--- config.mk ---
export PLATFORM = sky130hd
export DESIGN_NAME = bitpacked_depth_map_decoder
export DESIGN_NICKNAME = d
export VERILOG_FILES = /design/src/sv/bdmd_pkg.sv /design/src/sv/bdmd_queue.sv /design/src/sv/bdmd_core.sv /design/src/sv/bitpacked_depth_map_decoder.sv
export SDC_FILE = /design/constraint.sdc
export NUM_CORES = 2
export LEC_CHECK = 0
export BUFFER_PORTS_ARGS = -buffer_cell sky130_fd_sc_hd__buf_2
export CAP_MARGIN = 0
export CORE_ASPECT_RATIO = 1.5
export CORE_MARGIN = 2
export CORE_UTILIZATION = 30
export CTS_CLUSTER_DIAMETER = 80
export DETAILED_ROUTE_END_ITERATION = 8
export MAX_ROUTING_LAYER = met4
export RECOVER_POWER = 100
export SLEW_MARGIN = 30
export SYNTH_ARGS = -nofsm -noshare
export SYNTH_HDL_FRONTEND = slang
export SYNTH_SLANG_ARGS = --single-unit
export TNS_END_PERCENT = 5
--- constraint.sdc ---
create_clock -name clock -period 12.81 [get_ports clock]
set_clock_uncertainty 0.15 [all_clocks]
set_input_delay 2.562 -clock clock [delete_from_list [all_inputs] [get_ports clock]]
set_output_delay 2.562 -clock clock [all_outputs]
set_load 0.01 [all_outputs]
--- src/sv/bdmd_pkg.sv ---
// Shared types and constants for the bit-packed depth map decoder.
package bdmd_pkg;

   // One request: a payload byte with its framing flags.
   typedef struct packed {
      logic [7:0] data_byte;
      logic       chunk_start;
      logic       last_byte;
   } req_type;

   // One result: a cell value, or a run of cells that share a value.
   typedef struct packed {
      logic [15:0] depth_value;
      logic [19:0] cell_index;
      logic [20:0] repeat_count;
      logic        truncated;
      logic        done_res;
   } rsp_type;

   // Head of the request queue as seen by the decoder.
   typedef struct packed {
      logic    valid;
      req_type item;
   } head_type;

   // Field being gathered from the bit stream.
   typedef enum logic [2:0] {
      PH_IDLE,
      PH_ROWS,
      PH_COLS,
      PH_WIDTH,
      PH_BASE,
      PH_DELTA,
      PH_DONE
   } phase_type;

   // Steps of the zero fill that closes a chunk cut short.
   typedef enum logic [1:0] {
      FILL_NONE,
      FILL_PREP,
      FILL_CLAMP,
      FILL_EMIT
   } fill_type;

   // Queue between the request side and the decoder.
   localparam int QUEUE_DEPTH = 4;
   localparam int QPTR_W      = 2;

   // Field widths of the packed format.
   localparam logic [4:0] FIELD_BITS  = 5'd16;
   localparam logic [4:0] NIBBLE_BITS = 5'd4;

endpackage

--- src/sv/bdmd_queue.sv ---
// Front end: request queue that decouples byte intake from decoding.
module bdmd_queue (
   input  logic               clock,
   input  logic               reset,
   input  logic               push_valid,
   output logic               push_stall,
   input  bdmd_pkg::req_type  push_data,
   output bdmd_pkg::head_type head,
   input  logic               head_pop
);
   import bdmd_pkg::*;

   req_type             slot_ff [QUEUE_DEPTH];
   logic [QPTR_W-1:0]   wr_ptr_ff, wr_ptr_in;
   logic [QPTR_W-1:0]   rd_ptr_ff, rd_ptr_in;
   logic [QPTR_W:0]     count_ff, count_in;
   logic                push;
   logic                pop;

   // Full depends on registered state only.
   assign push_stall = (count_ff == (QPTR_W + 1)'(QUEUE_DEPTH));
   assign push       = push_valid && !push_stall;
   assign pop        = head_pop && (count_ff != '0);

   assign head.valid = (count_ff != '0);
   assign head.item  = slot_ff[rd_ptr_ff];

   // Pointer and occupancy update.
   always_comb begin
      wr_ptr_in = push ? wr_ptr_ff + QPTR_W'(1) : wr_ptr_ff;
      rd_ptr_in = pop ? rd_ptr_ff + QPTR_W'(1) : rd_ptr_ff;
      count_in  = count_ff;
      if (push && !pop) begin
         count_in = count_ff + (QPTR_W + 1)'(1);
      end else if (pop && !push) begin
         count_in = count_ff - (QPTR_W + 1)'(1);
      end
   end

   always_ff @(posedge clock) begin
      if (reset) begin
         wr_ptr_ff <= '0;
         rd_ptr_ff <= '0;
         count_ff  <= '0;
      end else begin
         wr_ptr_ff <= wr_ptr_in;
         rd_ptr_ff <= rd_ptr_in;
         count_ff  <= count_in;
      end
   end

   // Queue storage holds payload only.
   always_ff @(posedge clock) begin
      if (push) begin
         slot_ff[wr_ptr_ff] <= push_data;
      end
   end

endmodule

--- src/sv/bdmd_core.sv ---
// Back end: bit-field decoder, zero fill sequencer and result register.
module bdmd_core #(
   parameter int MAP_SIDE = 1024
) (
   input  logic               clock,
   input  logic               reset,
   input  bdmd_pkg::head_type head,
   output logic               head_pop,
   output logic               rsp_valid,
   input  logic               rsp_stall,
   output bdmd_pkg::rsp_type  rsp_data
);
   import bdmd_pkg::*;

   localparam int CAP_I = MAP_SIDE * MAP_SIDE;
   localparam int NW    = $clog2(CAP_I + 1);
   localparam int LW    = (NW > 16) ? NW : 16;
   localparam logic [LW-1:0] CAP = LW'(CAP_I);

   // Decoder state.
   phase_type       phase_ff, phase_in;
   fill_type        fill_ff, fill_in;
   logic [15:0]     acc_ff, acc_in;
   logic [4:0]      gath_ff, gath_in;
   logic [15:0]     rows_ff, rows_in;
   logic [15:0]     cols_ff, cols_in;
   logic [15:0]     row_cnt_ff, row_cnt_in;
   logic [15:0]     col_cnt_ff, col_cnt_in;
   logic [3:0]      width_ff, width_in;
   logic [15:0]     base_ff, base_in;
   logic [NW-1:0]   cell_ff, cell_in;
   logic [2:0]      pos_ff, pos_in;
   logic            begun_ff, begun_in;

   // Zero fill working registers.
   logic            part_ff, part_in;
   logic            run_ff, run_in;
   logic            zero_ff, zero_in;
   logic [15:0]     part_val_ff, part_val_in;
   logic [15:0]     run_val_ff, run_val_in;
   logic [15:0]     run_len_ff, run_len_in;
   logic [LW-1:0]   room_ff, room_in;
   logic [31:0]     prod_ff, prod_in;
   logic [LW-1:0]   zlen_ff, zlen_in;

   // Result register.
   logic            out_valid_ff, out_valid_in;
   rsp_type         out_data_ff, out_data_in;

   // Datapath helpers.
   logic            out_free;
   logic            emit;
   rsp_type         res;
   logic [4:0]      fbits;
   logic [4:0]      need;
   logic [3:0]      bleft;
   logic [3:0]      k;
   logic [7:0]      kmask;
   logic [7:0]      chunk;
   logic [15:0]     acc_new;
   logic            complete;
   logic [3:0]      pos_sum;
   logic [LW-1:0]   left;
   logic [LW-1:0]   cell_p1;
   logic [LW-1:0]   ncol;
   logic [LW-1:0]   cell_plus_n;
   logic            last_row;
   logic [16:0]     col_next;
   logic            col_end;
   logic            part;
   logic [LW-1:0]   left1;
   logic [LW-1:0]   rcols;
   logic [LW-1:0]   nrun;
   logic [15:0]     ma;
   logic [15:0]     mb;
   logic [LW-1:0]   left2;
   logic            run_done;

   assign out_free  = !out_valid_ff || !rsp_stall;
   assign rsp_valid = out_valid_ff;
   assign rsp_data  = out_data_ff;

   // Bit extraction from the current byte.
   always_comb begin
      case (phase_ff)
         PH_WIDTH: fbits = NIBBLE_BITS;
         PH_DELTA: fbits = {1'b0, width_ff};
         default:  fbits = FIELD_BITS;
      endcase
   end

   assign need     = fbits - gath_ff;
   assign bleft    = 4'd8 - {1'b0, pos_ff};
   assign k        = (need < {1'b0, bleft}) ? need[3:0] : bleft;
   assign kmask    = 8'hFF >> (4'd8 - k);
   assign chunk    = (head.item.data_byte >> pos_ff) & kmask;
   assign acc_new  = acc_ff | ({8'd0, chunk} << gath_ff);
   assign complete = ({1'b0, k} == need);
   assign pos_sum  = {1'b0, pos_ff} + k;

   // Map bookkeeping.
   assign left        = CAP - LW'(cell_ff);
   assign cell_p1     = LW'(cell_ff) + LW'(1);
   assign ncol        = (LW'(cols_ff) < left) ? LW'(cols_ff) : left;
   assign cell_plus_n = LW'(cell_ff) + ncol;
   assign last_row    = ((row_cnt_ff + 16'd1) == rows_ff);
   assign col_next    = {1'b0, col_cnt_ff} + 17'd1;
   assign col_end     = (col_next >= {1'b0, cols_ff});
   assign run_done    = (cell_plus_n >= CAP) || last_row;

   // Zero fill preparation: the partial cell, the rest of the row, the later rows.
   assign part  = (phase_ff == PH_DELTA) && (gath_ff != '0) && (LW'(cell_ff) != CAP);
   assign left1 = left - LW'(part);
   assign nrun  = (rcols < left1) ? rcols : left1;
   assign left2 = room_ff - LW'(run_len_ff);

   always_comb begin
      rcols = '0;
      ma    = '0;
      mb    = '0;
      case (phase_ff)
         PH_COLS: begin
            ma = rows_ff;
            mb = acc_ff;
         end
         PH_WIDTH: begin
            ma = rows_ff - row_cnt_ff;
            mb = cols_ff;
         end
         PH_BASE: begin
            rcols = LW'(cols_ff);
            ma    = rows_ff - row_cnt_ff - 16'd1;
            mb    = cols_ff;
         end
         PH_DELTA: begin
            rcols = LW'(cols_ff - col_cnt_ff) - LW'(part);
            ma    = rows_ff - row_cnt_ff - 16'd1;
            mb    = cols_ff;
         end
         default: begin
            rcols = '0;
         end
      endcase
   end

   // Next state and result for the decoder and the fill sequencer.
   always_comb begin
      phase_in    = phase_ff;
      fill_in     = fill_ff;
      acc_in      = acc_ff;
      gath_in     = gath_ff;
      rows_in     = rows_ff;
      cols_in     = cols_ff;
      row_cnt_in  = row_cnt_ff;
      col_cnt_in  = col_cnt_ff;
      width_in    = width_ff;
      base_in     = base_ff;
      cell_in     = cell_ff;
      pos_in      = pos_ff;
      begun_in    = begun_ff;
      part_in     = part_ff;
      run_in      = run_ff;
      zero_in     = zero_ff;
      part_val_in = part_val_ff;
      run_val_in  = run_val_ff;
      run_len_in  = run_len_ff;
      room_in     = room_ff;
      prod_in     = prod_ff;
      zlen_in     = zlen_ff;
      head_pop    = 1'b0;
      emit        = 1'b0;
      res         = '0;
      res.cell_index = 20'(cell_ff);

      if (fill_ff == FILL_PREP) begin
         // Size the partial cell and the row remainder; start the product.
         part_in     = part;
         run_len_in  = nrun[15:0];
         run_in      = (nrun != '0);
         part_val_in = base_ff + acc_ff;
         run_val_in  = (phase_ff == PH_BASE) ? acc_ff : base_ff;
         room_in     = left1;
         prod_in     = 32'(ma) * 32'(mb);
         fill_in     = FILL_CLAMP;
      end else if (fill_ff == FILL_CLAMP) begin
         // Cut the run of zeros at map capacity.
         zlen_in = (64'(prod_ff) > 64'(left2)) ? left2 : LW'(prod_ff);
         zero_in = (zlen_in != '0);
         fill_in = FILL_EMIT;
      end else if (fill_ff == FILL_EMIT) begin
         if (out_free) begin
            emit          = 1'b1;
            res.truncated = 1'b1;
            if (part_ff) begin
               res.depth_value  = part_val_ff;
               res.repeat_count = 21'd1;
               res.done_res     = !(run_ff || zero_ff);
               cell_in          = NW'(cell_p1);
               part_in          = 1'b0;
            end else if (run_ff) begin
               res.depth_value  = run_val_ff;
               res.repeat_count = 21'(run_len_ff);
               res.done_res     = !zero_ff;
               cell_in          = NW'(LW'(cell_ff) + LW'(run_len_ff));
               run_in           = 1'b0;
            end else if (zero_ff) begin
               res.repeat_count = 21'(zlen_ff);
               res.done_res     = 1'b1;
               cell_in          = NW'(LW'(cell_ff) + zlen_ff);
               zero_in          = 1'b0;
            end else begin
               // Nothing was filled: send the completion marker.
               res.done_res = 1'b1;
            end
            if (res.done_res) begin
               phase_in = PH_DONE;
               fill_in  = FILL_NONE;
            end
         end
      end else if (head.valid) begin
         if (head.item.chunk_start && !begun_ff) begin
            // A new chunk clears the decoder before its first bit is read.
            phase_in   = PH_ROWS;
            begun_in   = 1'b1;
            acc_in     = '0;
            gath_in    = '0;
            rows_in    = '0;
            cols_in    = '0;
            row_cnt_in = '0;
            col_cnt_in = '0;
            width_in   = '0;
            base_in    = '0;
            cell_in    = '0;
            pos_in     = '0;
         end else if (phase_ff == PH_IDLE || phase_ff == PH_DONE) begin
            // No chunk in progress: the byte is dropped.
            head_pop = 1'b1;
            begun_in = 1'b0;
            pos_in   = '0;
         end else if (out_free) begin
            // Take as many bits as the current field needs or the byte still holds.
            pos_in = pos_sum[2:0];
            if (complete) begin
               acc_in  = '0;
               gath_in = '0;
               case (phase_ff)
                  PH_ROWS: begin
                     rows_in  = acc_new;
                     phase_in = PH_COLS;
                  end
                  PH_COLS: begin
                     cols_in    = acc_new;
                     row_cnt_in = '0;
                     if (rows_ff == '0) begin
                        emit         = 1'b1;
                        res.done_res = 1'b1;
                        phase_in     = PH_DONE;
                     end else begin
                        phase_in = PH_WIDTH;
                     end
                  end
                  PH_WIDTH: begin
                     width_in = acc_new[3:0];
                     phase_in = PH_BASE;
                  end
                  PH_BASE: begin
                     base_in    = acc_new;
                     col_cnt_in = '0;
                     if (width_ff == '0) begin
                        // A flat row becomes a single run.
                        row_cnt_in = row_cnt_ff + 16'd1;
                        cell_in    = NW'(cell_plus_n);
                        if (ncol != '0) begin
                           emit             = 1'b1;
                           res.depth_value  = acc_new;
                           res.repeat_count = 21'(ncol);
                           res.done_res     = run_done;
                        end else if (run_done) begin
                           emit         = 1'b1;
                           res.done_res = 1'b1;
                        end
                        phase_in = run_done ? PH_DONE : PH_WIDTH;
                     end else if (cols_ff == '0) begin
                        row_cnt_in = row_cnt_ff + 16'd1;
                        if (last_row) begin
                           emit         = 1'b1;
                           res.done_res = 1'b1;
                           phase_in     = PH_DONE;
                        end else begin
                           phase_in = PH_WIDTH;
                        end
                     end else begin
                        phase_in = PH_DELTA;
                     end
                  end
                  PH_DELTA: begin
                     emit             = 1'b1;
                     res.depth_value  = base_ff + acc_new;
                     res.repeat_count = 21'd1;
                     cell_in          = NW'(cell_p1);
                     col_cnt_in       = col_next[15:0];
                     if (cell_p1 >= CAP) begin
                        res.done_res = 1'b1;
                        phase_in     = PH_DONE;
                     end else if (col_end) begin
                        row_cnt_in   = row_cnt_ff + 16'd1;
                        res.done_res = last_row;
                        phase_in     = last_row ? PH_DONE : PH_WIDTH;
                     end
                  end
                  default: begin
                     phase_in = phase_ff;
                  end
               endcase
            end else begin
               acc_in  = acc_new;
               gath_in = gath_ff + {1'b0, k};
            end
            // Release the byte once it is used up or the chunk has ended.
            if (pos_sum[3] || phase_in == PH_DONE) begin
               head_pop = 1'b1;
               begun_in = 1'b0;
               pos_in   = '0;
               if (head.item.last_byte && phase_in != PH_DONE) begin
                  fill_in = FILL_PREP;
               end
            end
         end
      end

      out_valid_in = emit ? 1'b1 : (out_valid_ff && rsp_stall);
      out_data_in  = emit ? res : out_data_ff;
   end

   // Control registers.
   always_ff @(posedge clock) begin
      if (reset) begin
         phase_ff     <= PH_IDLE;
         fill_ff      <= FILL_NONE;
         pos_ff       <= '0;
         begun_ff     <= 1'b0;
         part_ff      <= 1'b0;
         run_ff       <= 1'b0;
         zero_ff      <= 1'b0;
         out_valid_ff <= 1'b0;
      end else begin
         phase_ff     <= phase_in;
         fill_ff      <= fill_in;
         pos_ff       <= pos_in;
         begun_ff     <= begun_in;
         part_ff      <= part_in;
         run_ff       <= run_in;
         zero_ff      <= zero_in;
         out_valid_ff <= out_valid_in;
      end
   end

   // Payload registers.
   always_ff @(posedge clock) begin
      acc_ff      <= acc_in;
      gath_ff     <= gath_in;
      rows_ff     <= rows_in;
      cols_ff     <= cols_in;
      row_cnt_ff  <= row_cnt_in;
      col_cnt_ff  <= col_cnt_in;
      width_ff    <= width_in;
      base_ff     <= base_in;
      cell_ff     <= cell_in;
      part_val_ff <= part_val_in;
      run_val_ff  <= run_val_in;
      run_len_ff  <= run_len_in;
      room_ff     <= room_in;
      prod_ff     <= prod_in;
      zlen_ff     <= zlen_in;
      out_data_ff <= out_data_in;
   end

endmodule

--- src/sv/bitpacked_depth_map_decoder.sv ---
// Top level of the bit-packed depth map decoder.
//
// Requests carry one payload byte each, read LSB first. A request with
// chunk_start set clears the decoder and opens a chunk; last_byte marks the
// end of the data, and a chunk still open then is closed by a zero fill whose
// results carry truncated. Each result is one decoded cell or a run of cells,
// and done_res marks the last result of a chunk.
// A request enters a four-entry queue; while the result register is free, the
// decoder takes one field, or the part of a field that the byte holds, per
// cycle, and pops the byte once its bits are used up or the chunk has ended.
// A chunk_start byte first clears the decoder, and a zero fill steps through
// FILL_PREP and FILL_CLAMP before FILL_EMIT sends its results, each of which
// leaves through the result register.
// Reset empties the queue and the result register and leaves the decoder
// idle: bytes without chunk_start are dropped. While the result side stalls,
// the result register holds, the decoder waits, and requests keep entering
// the queue until it is full.
module bitpacked_depth_map_decoder #(
   parameter int MAP_SIDE = 1024
) (
   input  logic              clock,
   input  logic              reset,
   input  logic              req_valid,
   output logic              req_stall,
   input  bdmd_pkg::req_type req_data,
   output logic              rsp_valid,
   input  logic              rsp_stall,
   output bdmd_pkg::rsp_type rsp_data
);
   import bdmd_pkg::*;

   head_type head;
   logic     head_pop;

   // Request queue.
   bdmd_queue u_queue (
      .clock      (clock),
      .reset      (reset),
      .push_valid (req_valid),
      .push_stall (req_stall),
      .push_data  (req_data),
      .head       (head),
      .head_pop   (head_pop)
   );

   // Decoder and result register.
   bdmd_core #(
      .MAP_SIDE (MAP_SIDE)
   ) u_core (
      .clock     (clock),
      .reset     (reset),
      .head      (head),
      .head_pop  (head_pop),
      .rsp_valid (rsp_valid),
      .rsp_stall (rsp_stall),
      .rsp_data  (rsp_data)
   );

endmodule
# Word-level counts from Yosys, hierarchy flattened
# Memories as Yosys holds them, arrays and structs flattened. A register that Yosys moved wholly into a read port is not among the register bits.
# Index checks and enable logic that the tools add are counted.
dict set report classes {
  bitwise_logic 5
  shift 3
  n_mul 1
  order_cmp 7
  n_mux 184
  reduce_logical 78
  add_sub_neg 24
  n_eq_ne 34
  div_mod_pow 0
}
# op n
set ops {}
lappend ops {{$mux W16} 37}
lappend ops {{$mux W21} 25}
lappend ops {{$pmux W21 S2} 3}
lappend ops {{$pmux W16 S2} 3}
lappend ops {{$pmux W16 S3} 2}
lappend ops {{$mux W3} 28}
lappend ops {{$reduce_bool A21 Y1} 3}
lappend ops {{$mux W1} 60}
lappend ops {{$add A21 B21 Y21} 2}
lappend ops {{$ge A21 B21 Y1 const B} 2}
lappend ops {{$sub A21 B1 Y21} 2}
lappend ops {{$reduce_and A8 Y1} 5}
lappend ops {{$add A16 B16 Y16} 2}
lappend ops {{$gt A32 B21 Y1} 1}
lappend ops {{$logic_not A16 Y1} 2}
lappend ops {{$mul A16 B16 Y32} 1}
lappend ops {{$reduce_bool A3 Y1} 9}
lappend ops {{$mux W2} 13}
lappend ops {{$reduce_bool A2 Y1} 12}
lappend ops {{$mux W23} 1}
lappend ops {{$add A21 B1 Y21 const B} 1}
lappend ops {{$add A21 B16 Y21} 1}
lappend ops {{$lt A16 B21 Y1} 1}
lappend ops {{$lt A21 B21 Y1} 1}
lappend ops {{61 further kinds} 119}
dict set report word_totals {
  memories 1
  regBits 327
  ram_bits 40
  mem_bits_ro 0
  latchBits 0
  input_bits 14
}
# name words word_bits read_ports rd_clocked_by_memory_dff wr line_no
set mem_list {}
lappend mem_list {u_queue.slot_ff 4 10 1 1 1 bdmd_queue.sv:13} ;# req_type slot_ff [QUEUE_DEPTH];

# Logic depth before layout (Yosys ltp)
dict set report depth {
  word_depth 31
  depth_mapped 41
  depth_no_buf 38
}

# Cells and area by module
# From an unflattened synthesis, not the netlist that was laid out.
dict set report unflattened {
  cells_unflattened 3945
  area_unflattened_um2 36417.4
}
# module area_per_inst_um2 n_inst cells_per_inst seq_area_each_um2
set by_module_without_submodules {}
lappend by_module_without_submodules {bdmd_core 34506.8 1 3845 9479.1}
lappend by_module_without_submodules {bdmd_queue 1910.6 1 100 1381.3}

# Worst setup path before layout
# OpenSTA, ideal clock, no wires.
dict set report synth_timing {
  path_kind {register -> register}
  from {register u_core.row_cnt_ff[0]}
  to {register u_core.prod_ff[30], data pin}
  setup_slack_ns 3.679
  period_less_slack_ns 9.131
  n_path_buf 1
  path_stages_with_launch 39
  setup_ns 0.258
  required_ns 12.402
  arrival_ns 8.723
  path_cell_list {edfxtp_1 -> ha_1 -> inv_1 -> fa_1 -> a21o_1 -> a21oi_1 -> o21bai_1 -> a21oi_1 -> xnor2_1 -> a21o_1 -> nor4b_2 -> nand2_1 -> xor2_1 -> o22ai_1 -> clkbuf_1 -> nand2_1 -> fa_1 -> inv_1 -> (+3 left out) -> inv_1 -> fa_1 -> inv_1 -> fa_1 -> inv_1 -> fa_1 -> ha_1 -> a21oi_1 -> o21bai_1 -> a21o_1 -> a21oi_1 -> nand2_1 -> a31o_2 -> a31oi_1 -> o21ai_0 -> a211o_1 -> a21oi_1 -> xnor2_1}
}
dict set report synth_via {
  elab_chain_len 4
}
# item line_no
set synth_lines {}
lappend synth_lines {{start, declared} bdmd_core.sv:27} ;# logic [15:0] row_cnt_ff, row_cnt_in;
lappend synth_lines {{start signal, assigned} bdmd_core.sv:364} ;# row_cnt_ff <= row_cnt_in;
lappend synth_lines {{$sub A16 B16 Y16 (*)} {bdmd_core.sv:127, bdmd_core.sv:132, bdmd_core.sv:137}}
lappend synth_lines {{$sub A16 B1 Y16} {bdmd_core.sv:132, bdmd_core.sv:137}}
lappend synth_lines {{$pmux W16 S3 (*)} bdmd_core.sv:121} ;# case (phase_ff)
lappend synth_lines {{$mul A16 B16 Y32 (*)} bdmd_core.sv:183} ;# prod_in = 32'(ma) * 32'(mb);
lappend synth_lines {{end signal, assigned} bdmd_core.sv:373} ;# prod_ff <= prod_in;
lappend synth_lines {{end, declared} bdmd_core.sv:43} ;# logic [31:0] prod_ff, prod_in;
# Every way passes the cells marked *; elsewhere a longest branch is shown, timed or not.
# A chain may end at the register's enable or synchronous reset.

# Final worst setup path
dict set report layout_timing {
  from {register u_core.phase_ff[0]}
  to {register u_core.prod_ff[30], data pin}
}
dict set report layout_via {
  elab_chain_len 4
  elab_cells_between_ends 9
  cone_classes {1 x mul; 4 x eq/ne; 2 x mux; 2 x reduce/logical}
}
# item line_no
set layout_lines {}
lappend layout_lines {{start, declared} bdmd_core.sv:21} ;# phase_type phase_ff, phase_in;
lappend layout_lines {{start signal, assigned} bdmd_core.sv:347} ;# phase_ff <= phase_in;
lappend layout_lines {{$eq A3 B2 Y1 or $eq A3 B3 Y1 (tied branches)} bdmd_core.sv:121}
lappend layout_lines {{$reduce_or A3 Y1 (no source line) or $reduce_or A2 Y1 (tied branches)} --}
lappend layout_lines {{$pmux W16 S2 or $pmux W16 S3 (tied branches)} bdmd_core.sv:121}
lappend layout_lines {{$mul A16 B16 Y32 (*)} bdmd_core.sv:183}
# Marked as above.

==> run metrics <==
layout cells sized above 1 5.764%; GPL Wtd Cong 0.9853; Worst Setup EP u_core.prod_ff[30]$_DFFE_PP_; max cap viols 12; Placeable Area 0.1200 mm^2; global-route wire length before repair 176300 um; status complete, but fails checks; power density cells 279.4 mW/mm^2; CP max stage cell clkbuf_1; Ant. Diodes 0; Initial DRC Count 2133; DP Worst Slack 3.049 ns; PortBufs 74; Reg clk slew, reported paths 0.06 ns; CP Data Required Time 13.01 ns; critical path peak fanout 49; pin count of the biggest net entering global routing 71; Slew Limit Fails 403; # hold bufs at CTS 0; clk root buf clkbuf_16; io pins 75; f_max 91.56 MHz; Final Routed Wirelength 113900 um; Initial DRT Pass Iterations 8; nets@finish 4448; TritonCTS clock tree done; Mapped Nets 4420; Via Count 29350; setup total negative slack 0 ns; die area 0.1235 mm^2; # setup viols final 0; Tightest Pin Transition 2.642 ns; Die Y 429.4 um; Routed Antenna Nets 0; sequential cell fraction of total power 22.6%; CTS Buf Count 39; syn avg cell area 9.329 um^2; top cell type's share of synthesized area 28.79%; Worst R2R Setup Slack 1.89 ns; RSZ-0062 raised after global routing false; r2r endpoint u_core.prod_ff[30]$_DFFE_PP_; Worst Setup End Kind register; Post-route DRC 0; CP startpoint kind register; synth warn 0; Final min period 10.92 ns; Switching Fraction 51.54%; Synth area leader edfxtp_1; Post-Synth XOR/XNOR Area 6.172%; fin crit share 85.26%; Hold WC Path Type reg -> reg; Critical Path AT 11.12 ns; EDFF count, synth 347; final worst-path setup slack 1.888 ns; DIE WIDTH 287.6 um; synthesized instance count 3879; mux contribution to synthesized area 4.135%; largest family of logic cells by synthesized area adder cells; maximum VDD drop 0.1245 mV; Seq/Total Area, Yosys 30.01%; Clock Tree Buf Depth 3; Routed WL per cell 20.65 um; most used cell, CP fa_1; PostCTS Resize Cnt 0; Comb pwr share 66.6%; count of cell types in the netlist 109; failing checks max-capacitance violations, max-slew violations; Initial Utilization 30.15%; ys async rst share 0%; Final Util 32.98%; vias per inst 5.319; Area Overhead vs Synth 9.405%; Synth Area in Simple Gates 16.72%; top post-synthesis cells by area edfxtp_1, fa_1, ha_1; CP Class reg -> reg; H-tree Lvls 2; Static Leak 15.76 nW; Cell Area, Synth 0.03619 mm^2; Crit path largest cell delay 1.73 ns; Pint 5.361 mW; FF-to-FF path depth 28; DP Cell Count 5445; ys flop type edfxtp_1; Total GRT Usage 18.92%; via count of the first global-routing pass 30280; DP HPWL 89390 um; Max-slew headroom -76.11%; site row count 156; Remaining Overflow, GRT 0; clock power share 10.8%; Filler Cell Count 12480; Psw 5.701 mW; Fin Hold WS 0.3469 ns; Post-Layout Inst Area 0.03959 mm^2; postcts setup bufs 0; Synth Area in Compound Gates 14.22%; Area after DPL 0.03851 mm^2; Clk Latency, worst-skew pair 0.60 ns; Setup crit start u_core.phase_ff[0]$_SDFFE_PP0P_; non-filler cells, final 5518; Yosys reg bits 369; CTS sink cnt 369; post-synthesis adder-cell area fraction 22.53%; initial antenna violation count 0; beginning of the worst register-to-register path u_core.phase_ff[0]$_SDFFE_PP0P_; Design Power 11.06 mW; final hold violation count 0
[layer usage]
layer / up-vias / track usage, % / share of wire, %
li1: 13730 / - / -
met1: 14360 / 20.01 / 37
met2: 895 / 32.86 / 50
met3: 372 / 1.775 / 4.0
met4: 0 / 13.48 / 8.5
met5: - / - / 0
[cell usage after synthesis (all sizes together), types with 54 or more instances]
master    n
a21o     62
a21oi   194
and2     75
clkbuf  112
edfxtp  347
fa      205
ha      322
inv     436
mux2     54
mux2i    64
nand2   342
nand3    81
nor2    348
nor2b    54
nor3     81
o21ai   145
xnor2   175
xor2     74
[area by class of cell]
class | instances | area (um^2) | share of cell area, %
Multi-Input combinational cell | 2920 | 23130 | 58.42
Sequential cell | 369 | 10860 | 27.44
Tap cell | 1580 | 1977 | 4.993
Inverter | 440 | 1652 | 4.172
Clock buffer | 43 | 991.0 | 2.503
Timing Repair Buffer | 137 | 668.1 | 1.688
Clock inverter | 29 | 312.8 | 0.7901
[cells in the final DEF (no fill, tap or decap), types with 17 or more instances in the layout]
master	synthesis	final
inv_1	432	432
edfxtp_1	347	347
nor2_1	346	345
nand2_1	342	342
ha_1	322	322
fa_1	205	205
a21oi_1	192	193
xnor2_1	174	174
o21ai_0	125	130
clkbuf_1	112	98
nand3_1	81	81
nor3_1	77	76
xor2_1	74	74
mux2i_1	64	64
a21o_1	62	62
and2_1	75	56
nor2b_1	54	52
o22ai_1	46	45
and3_1	42	42
nor4_1	42	42
mux2_2	53	40
buf_4	1	40
clkbuf_16	0	39
nand2b_1	35	34
o21a_1	32	32
nand4_1	31	31
a211oi_1	30	31
or3_1	28	28
a31oi_1	26	26
a22oi_1	25	25
dfxtp_1	22	21
and2_0	0	19
or2_2	18	18
nor3b_1	15	17
o21bai_1	17	17
[worst min-delay path by stage]
stage / start / end / slack, ns / cells after the start
after floorplan: u_core.begun_ff$_SDFFE_PP0P_ / u_core.begun_ff$_SDFFE_PP0P_ / 0.31 / 1
after global placement: u_queue.count_ff[2]$_SDFFE_PP0P_ / u_queue.count_ff[2]$_SDFFE_PP0P_ / 0.34 / 2
after detailed placement: u_queue.count_ff[2]$_SDFFE_PP0P_ / u_queue.count_ff[2]$_SDFFE_PP0P_ / 0.34 / 2
after CTS: u_queue.count_ff[2]$_SDFFE_PP0P_ / u_queue.count_ff[2]$_SDFFE_PP0P_ / 0.35 / 2
after global routing: u_queue.count_ff[2]$_SDFFE_PP0P_ / u_queue.count_ff[2]$_SDFFE_PP0P_ / 0.39 / 2
final: u_queue.count_ff[2]$_SDFFE_PP0P_ / u_queue.count_ff[2]$_SDFFE_PP0P_ / 0.35 / 2
[power by group through the flow]
stage / Clock (mW) / Combinational (mW) / Sequential [mW]
2_1_floorplan: 0 / 5.44 / 2.16
3_3_place_gp: 0 / 7.23 / 2.49
3_5_place_dp: 0 / 7.31 / 2.50
4_1_cts: 1.22 / 7.37 / 2.48
5_1_grt: 1.26 / 8.17 / 2.54
6_report: 1.20 / 7.36 / 2.50
[state kept, by name, summed over array words and instances, names as in the netlist, 2 cells and up, named ones only]
signal and flops:
u_core.rsp_data 59, u_queue.slot_ff 40, u_core.prod_ff 32, u_core.cell_ff 21, u_core.room_ff 21, u_core.zlen_ff 21
u_core.acc_ff 16, u_core.base_ff 16, u_core.col_cnt_ff 16, u_core.cols_ff 16, u_core.part_val_ff 16, u_core.row_cnt_ff 16
u_core.rows_ff 16, u_core.run_len_ff 16, u_core.run_val_ff 16, u_core.gath_ff 5, u_core.width_ff 4, u_core.phase_ff 3
u_core.pos_ff 3, u_queue.count_ff 3, u_core.fill_ff 2, u_queue.rd_ptr_ff 2, u_queue.wr_ptr_ff 2
[cells by family after synthesis]
| kind of cell | after synthesis |
|---|---|
| DFF | 369 |
| muxes | 129 |
| xor gates and xnor gates | 251 |
| AOI/OAI and AO/OA | 768 |
| buffers and inverters | 590 |
| other | 1 |
| and+or+nand+nor | 1242 |
| adders and majority gates | 529 |
[worst max-delay path, delay by kind of cell, from the launching register on]
family | cells | cell delay [ns]
simple gates | 2 | 0.25
flops | 1 | 1.54
buf+inv | 7 | 2.91
mux | 1 | 0.21
compound gates | 10 | 2.07
xor+xnor | 1 | 0.08
fa+ha+maj | 7 | 3.37
Note: power is estimated with default switching activity, not from simulation.
